## config.mk

```make
export PLATFORM = sky130hd
export DESIGN_NAME = stbs_ctrl
export DESIGN_NICKNAME = d
export VERILOG_FILES = /design/src/sorted_table_binary_search_core_macros.svh /design/src/stbs_pkg.sv /design/src/stbs_ctrl.sv
export SDC_FILE = /design/constraint.sdc
export NUM_CORES = 1
export LEC_CHECK = 0
export BUFFER_PORTS_ARGS = -buffer_cell sky130_fd_sc_hd__clkbuf_2
export CAP_MARGIN = 15
export CORE_AREA = 2 2 39 41
export CTS_CLUSTER_DIAMETER = 150
export DETAILED_ROUTE_END_ITERATION = 10
export DIE_AREA = 0 0 41 43
export PLACE_DENSITY = 0.38
export SETUP_SLACK_MARGIN = 0.5
export SLEW_MARGIN = 20
export SYNTH_ARGS = -nofsm -noshare
export SYNTH_HDL_FRONTEND = slang
export SYNTH_SLANG_ARGS = --single-unit
```

## constraint.sdc

```tcl
create_clock -name clk_i -period 0.9 [get_ports clk_i]
set_input_delay 0.18 -clock clk_i [delete_from_list [all_inputs] [get_ports clk_i]]
set_output_delay 0.18 -clock clk_i [all_outputs]
set_load 0.1 [all_outputs]
```

## src/sorted_table_binary_search_core_macros.svh

```systemverilog
// Assertion macros for the sorted table binary search core.
// Included by the top level only; no other dependencies.
`ifndef SORTED_TABLE_BINARY_SEARCH_CORE_MACROS_SVH
`define SORTED_TABLE_BINARY_SEARCH_CORE_MACROS_SVH

// Same-cycle implication, disabled while reset is asserted.
`define STBS_ASSERT_IMP(label, clk, rst_n, ante, cons, msg) \
  label: assert property (@(posedge clk) disable iff (!(rst_n)) (ante) |-> (cons)) \
    else $error(msg);

// Next-cycle implication, disabled while reset is asserted.
`define STBS_ASSERT_NXT(label, clk, rst_n, ante, cons, msg) \
  label: assert property (@(posedge clk) disable iff (!(rst_n)) (ante) |=> (cons)) \
    else $error(msg);

`endif

```

## src/stbs_pkg.sv

```systemverilog
// Shared types and constants for the sorted table binary search core.
// No dependencies; every other file but the macro header imports this package.
`default_nettype none

package stbs_pkg;

  localparam int TABLE_DEPTH_DEF = 1024;
  localparam int DATA_W          = 32;
  localparam int IDX_W           = 10;
  localparam int CNT_W           = 11;

  typedef enum logic {
    CMD_WRITE  = 1'b0,
    CMD_SEARCH = 1'b1
  } cmd_e;

  typedef enum logic [1:0] {
    ST_IDLE,
    ST_PROBE,
    ST_CMP,
    ST_DONE
  } state_e;

  // Commands from the controller to the datapath.
  typedef struct packed {
    logic write_en;
    logic load;
    logic rd_en;
    logic step;
    logic out_load;
  } ctrl_t;

  // Status from the datapath to the controller.
  typedef struct packed {
    logic bounds_empty;
    logic probe_eq;
    logic out_busy;
  } status_t;

endpackage

`default_nettype wire

```

## src/stbs_ctrl.sv

```systemverilog
// Controller state machine: accepts requests and sequences the probes.
// Depends on stbs_pkg.
`default_nettype none

module stbs_ctrl import stbs_pkg::*; (
  input  wire logic    clk_i,
  input  wire logic    rst_ni,
  input  wire logic    req_valid_i,
  input  wire logic    req_cmd_i,
  output logic         req_ready_o,
  input  wire status_t status_i,
  output ctrl_t        ctrl_o
);

  state_e state_q, state_d;

  always_ff @(posedge clk_i or negedge rst_ni) begin
    if (!rst_ni) begin
      state_q <= ST_IDLE;
    end else begin
      state_q <= state_d;
    end
  end

  always_comb begin
    state_d     = state_q;
    ctrl_o      = '0;
    req_ready_o = 1'b0;
    unique case (state_q)
      ST_IDLE: begin
        req_ready_o = 1'b1;
        if (req_valid_i) begin
          if (req_cmd_i == CMD_SEARCH) begin
            ctrl_o.load = 1'b1;
            state_d     = ST_PROBE;
          end else begin
            ctrl_o.write_en = 1'b1;
          end
        end
      end
      ST_PROBE: begin
        if (status_i.bounds_empty) begin
          state_d = ST_DONE;
        end else begin
          ctrl_o.rd_en = 1'b1;
          state_d      = ST_CMP;
        end
      end
      ST_CMP: begin
        ctrl_o.step = 1'b1;
        state_d     = status_i.probe_eq ? ST_DONE : ST_PROBE;
      end
      ST_DONE: begin
        // Hold the result until the response register can take it.
        if (!status_i.out_busy) begin
          ctrl_o.out_load = 1'b1;
          state_d         = ST_IDLE;
        end
      end
      default: begin
        state_d = ST_IDLE;
      end
    endcase
  end

endmodule

`default_nettype wire

```

==> flow_metrics.env <==
export IMPL_vias=196
export IMPL_antenna_found_initial=0
export IMPL_synthDominantCellAreaShare=0.404
export IMPL_io_buffers=12
export IMPL_rsz0062_at_grt="yes"
export IMPL_ff2ff_path_depth=5
export IMPL_placeableCoreArea_um2=1380
export IMPL_cts_inserted_buffers=3
export IMPL_wl_per_cell_um=9.83
export IMPL_first_global_vias=179
export IMPL_syn2layout_area_growth_pct=248
export IMPL_crit_path_start="state_q[1]$_DFFE_PN0P_"
export IMPL_dp_cells=45
export IMPL_synthDistinctLibCells=9
export IMPL_combPwrFrac=0.754
export IMPL_use_met2=0.0813
export IMPL_synth_ff_latch_count=2
export IMPL_worstPathCellList="buf_4 -> nor3b_4 -> buf_12"
export IMPL_fin_hold_ws_ns=-0.262
export IMPL_leakage_nw=0.189
export IMPL_start_util=0.0895
export IMPL_largestRegisters="state_q (2)"
export IMPL_yosysTopAreaCell="dfrtp_1"
export IMPL_p_clk_frac=0.106
export IMPL_wl_um=511
export IMPL_tightestPinTransition_ns=0.258
export IMPL_grt_use_total=0.0672
export IMPL_fmax_mhz=713
export IMPL_place_congestion=0.611
export IMPL_setup_viol=8
export IMPL_ant_nets=0
export IMPL_crit_path_start_kind="register"
export IMPL_crit_path_max_fanout=4
export IMPL_cp_slowest_cell="dfrtp_2"
export IMPL_end_kind="output pin"
export IMPL_drtPass1Iterations=2
export IMPL_rr_startpoint="state_q[1]$_DFFE_PN0P_"
export IMPL_root_buffer="clkbuf_4"
export IMPL_route_detailed_drc=0
export IMPL_largest_reg_flops=2
export IMPL_cts_max_level=1
export IMPL_swShare=0.514
export IMPL_met1_usage=0.0801
export IMPL_hold_viol=2
export IMPL_die_area_um2=1760
export IMPL_p_seq_frac=0.140
export IMPL_drtIter0Drc=1
export IMPL_synthCells=13
export IMPL_hp_class="in -> async"
export IMPL_top_usage_layer="met2"
export IMPL_cts_num_sinks=2
export IMPL_dieWidth_um=41
export IMPL_period_share=1.56
export IMPL_met3_usage=0.0524
export IMPL_critPathArrivalTime_ns=1.22
export IMPL_cp_required_ns=0.72
export IMPL_slew_headroom=0.827
export IMPL_violations="hold timing, setup timing"
export IMPL_finalCriticalPeriod_ns=1.40
export IMPL_ys_seq_area_frac=0.404
export IMPL_placed_cell_area_um2=369
export IMPL_nets=45
export IMPL_antennaDiodeCount=0
export IMPL_cts_tree="done"
export IMPL_clkLatencyLatePin_ns=0.22
export IMPL_num_rows=14
export IMPL_synthTopCellsByArea="dfrtp_1, a21oi_1, and3b_4"
export IMPL_regMostFlops="state_q"
export IMPL_reg2reg_slack_ns=-0.30
export IMPL_maxCapViolations=0
export IMPL_power_switching_w=0.000939
export IMPL_maxSlewViolCount=0
export IMPL_yosys_warnings=0
export IMPL_clk_pin_slew_ns=0.03
export IMPL_crit_type="reg -> out"
export IMPL_p_int_w=0.000889
export IMPL_layout_cells_non_filler=52
export IMPL_ir_drop_uv=1390
export IMPL_r2r_end="state_q[0]$_DFFE_PN0P_"
export IMPL_fin_area_um2=432
export IMPL_fin_tns_setup_ns=-3.33
export IMPL_layout_setup_ws_ns=-0.502
export IMPL_grt_overflow=0
export IMPL_timing_critical_path_slowest_cell_delay_ns=0.44
export IMPL_num_io_pins=13
export IMPL_layout_common_cells="clkbuf_2, buf_12, buf_4"
export IMPL_power_density_nw_per_um2=4230
export IMPL_vias_per_cell=3.77
export IMPL_critical_path_endpoint="ctrl_o[2]"
export IMPL_final_setup_skew_ns=0.00327
export IMPL_drive_above_1_share=0.917
export IMPL_synth_area_um2=124
export IMPL_outcome="finished with violations"
export IMPL_synthesis_nets=20
export IMPL_grt_pass1_wl_um=779
export IMPL_syn_avg_cell_area_um2=9.53
export IMPL_grt_max_degree=9
export IMPL_fp_dieH_um=43
export IMPL_cts_path_max_buffers=2
-- power by group through the flow --
stage	sequential, W	combinational, W	clock (W)
finish	0.000256	0.00138	0.000194
detailed placement	0.000278	0.00122	0
global route	0.000268	0.00143	0.000208
CTS	0.000276	0.00128	0.000207
global placement	0.000269	0.00122	0
floorplan	0.000263	0.000759	0
-- worst min-delay path by stage --
stage                     startpoint  slack, ns                      to  cells past startpoint
after floorplan               rst_ni      -0.12  state_q[0]$_DFFE_PN0P_                      0
after global placement        rst_ni      -0.03  state_q[0]$_DFFE_PN0P_                      1
after detailed placement      rst_ni      -0.03  state_q[0]$_DFFE_PN0P_                      1
after CTS                     rst_ni      -0.27  state_q[1]$_DFFE_PN0P_                      1
after global routing          rst_ni      -0.26  state_q[1]$_DFFE_PN0P_                      1
final                         rst_ni      -0.26  state_q[1]$_DFFE_PN0P_                      1
-- cell families (layout without fill, tap and decap cells) --
logic type / Yosys count / after routing / synth area share
buffers and inverters: 0 / 23 / 0
and+or+nand+nor: 8 / 8 / 0.475
AOI/OAI and AO/OA: 3 / 3 / 0.121
DFF: 2 / 2 / 0.404
-- cells in the mapped netlist --
master / instances
nor3b_1: 1
a21oi_1: 3
dfrtp_1: 2
nand3b_1: 1
nor2_1: 2
and2b_2: 1
and3b_4: 1
nor4b_1: 1
and3_1: 1
-- what timing repair did --
item / 4_1_cts / 5_1_grt
endpoints found under the setup margin: 8 / 8
setup buffers: 1 / 3
pin swaps: 2 / 1
hold endpoints to repair: 2 / 2
gates resized for setup: 3 / 0
-- layer usage --
metal / share of wire / vias to the layer above
li1: - / 94
met1: 0.45 / 89
met5: 0 / -
met3: 0.10 / 0
met2: 0.44 / 13
met4: 0 / 0
-- per-stage QoR --
stage | setup slack (ns) | util | power (W) | hold slack [ns]
after floorplan | -0.860 | - | 0.00102 | -0.116
after CTS | -0.524 | 0.296 | 0.00176 | -0.269
after global placement | -0.280 | 0.267 | 0.00149 | -0.0328
after detailed placement | -0.301 | 0.267 | 0.00150 | -0.0288
after global routing | -0.537 | 0.312 | 0.00190 | -0.262
final | -0.502 | 0.312 | 0.00183 | -0.262
-- worst max-delay path: cells and delay by family, from the launching register on --
| family | cells | cell delay [ns] |
|---|---|---|
| buffers and inverters | 2 | 0.35 |
| and+or+nand+nor | 1 | 0.20 |
| DFF | 1 | 0.44 |
-- layout make-up --
class	instances	area, um^2
Timing Repair Buffer	20	218
Tap cell	16	20.0
Fill cell	143	952
Sequential cell	2	52.6
Multi-Input combinational cell	11	119
Clock buffer	3	22.5
Power figures use the tool's default switching activity.
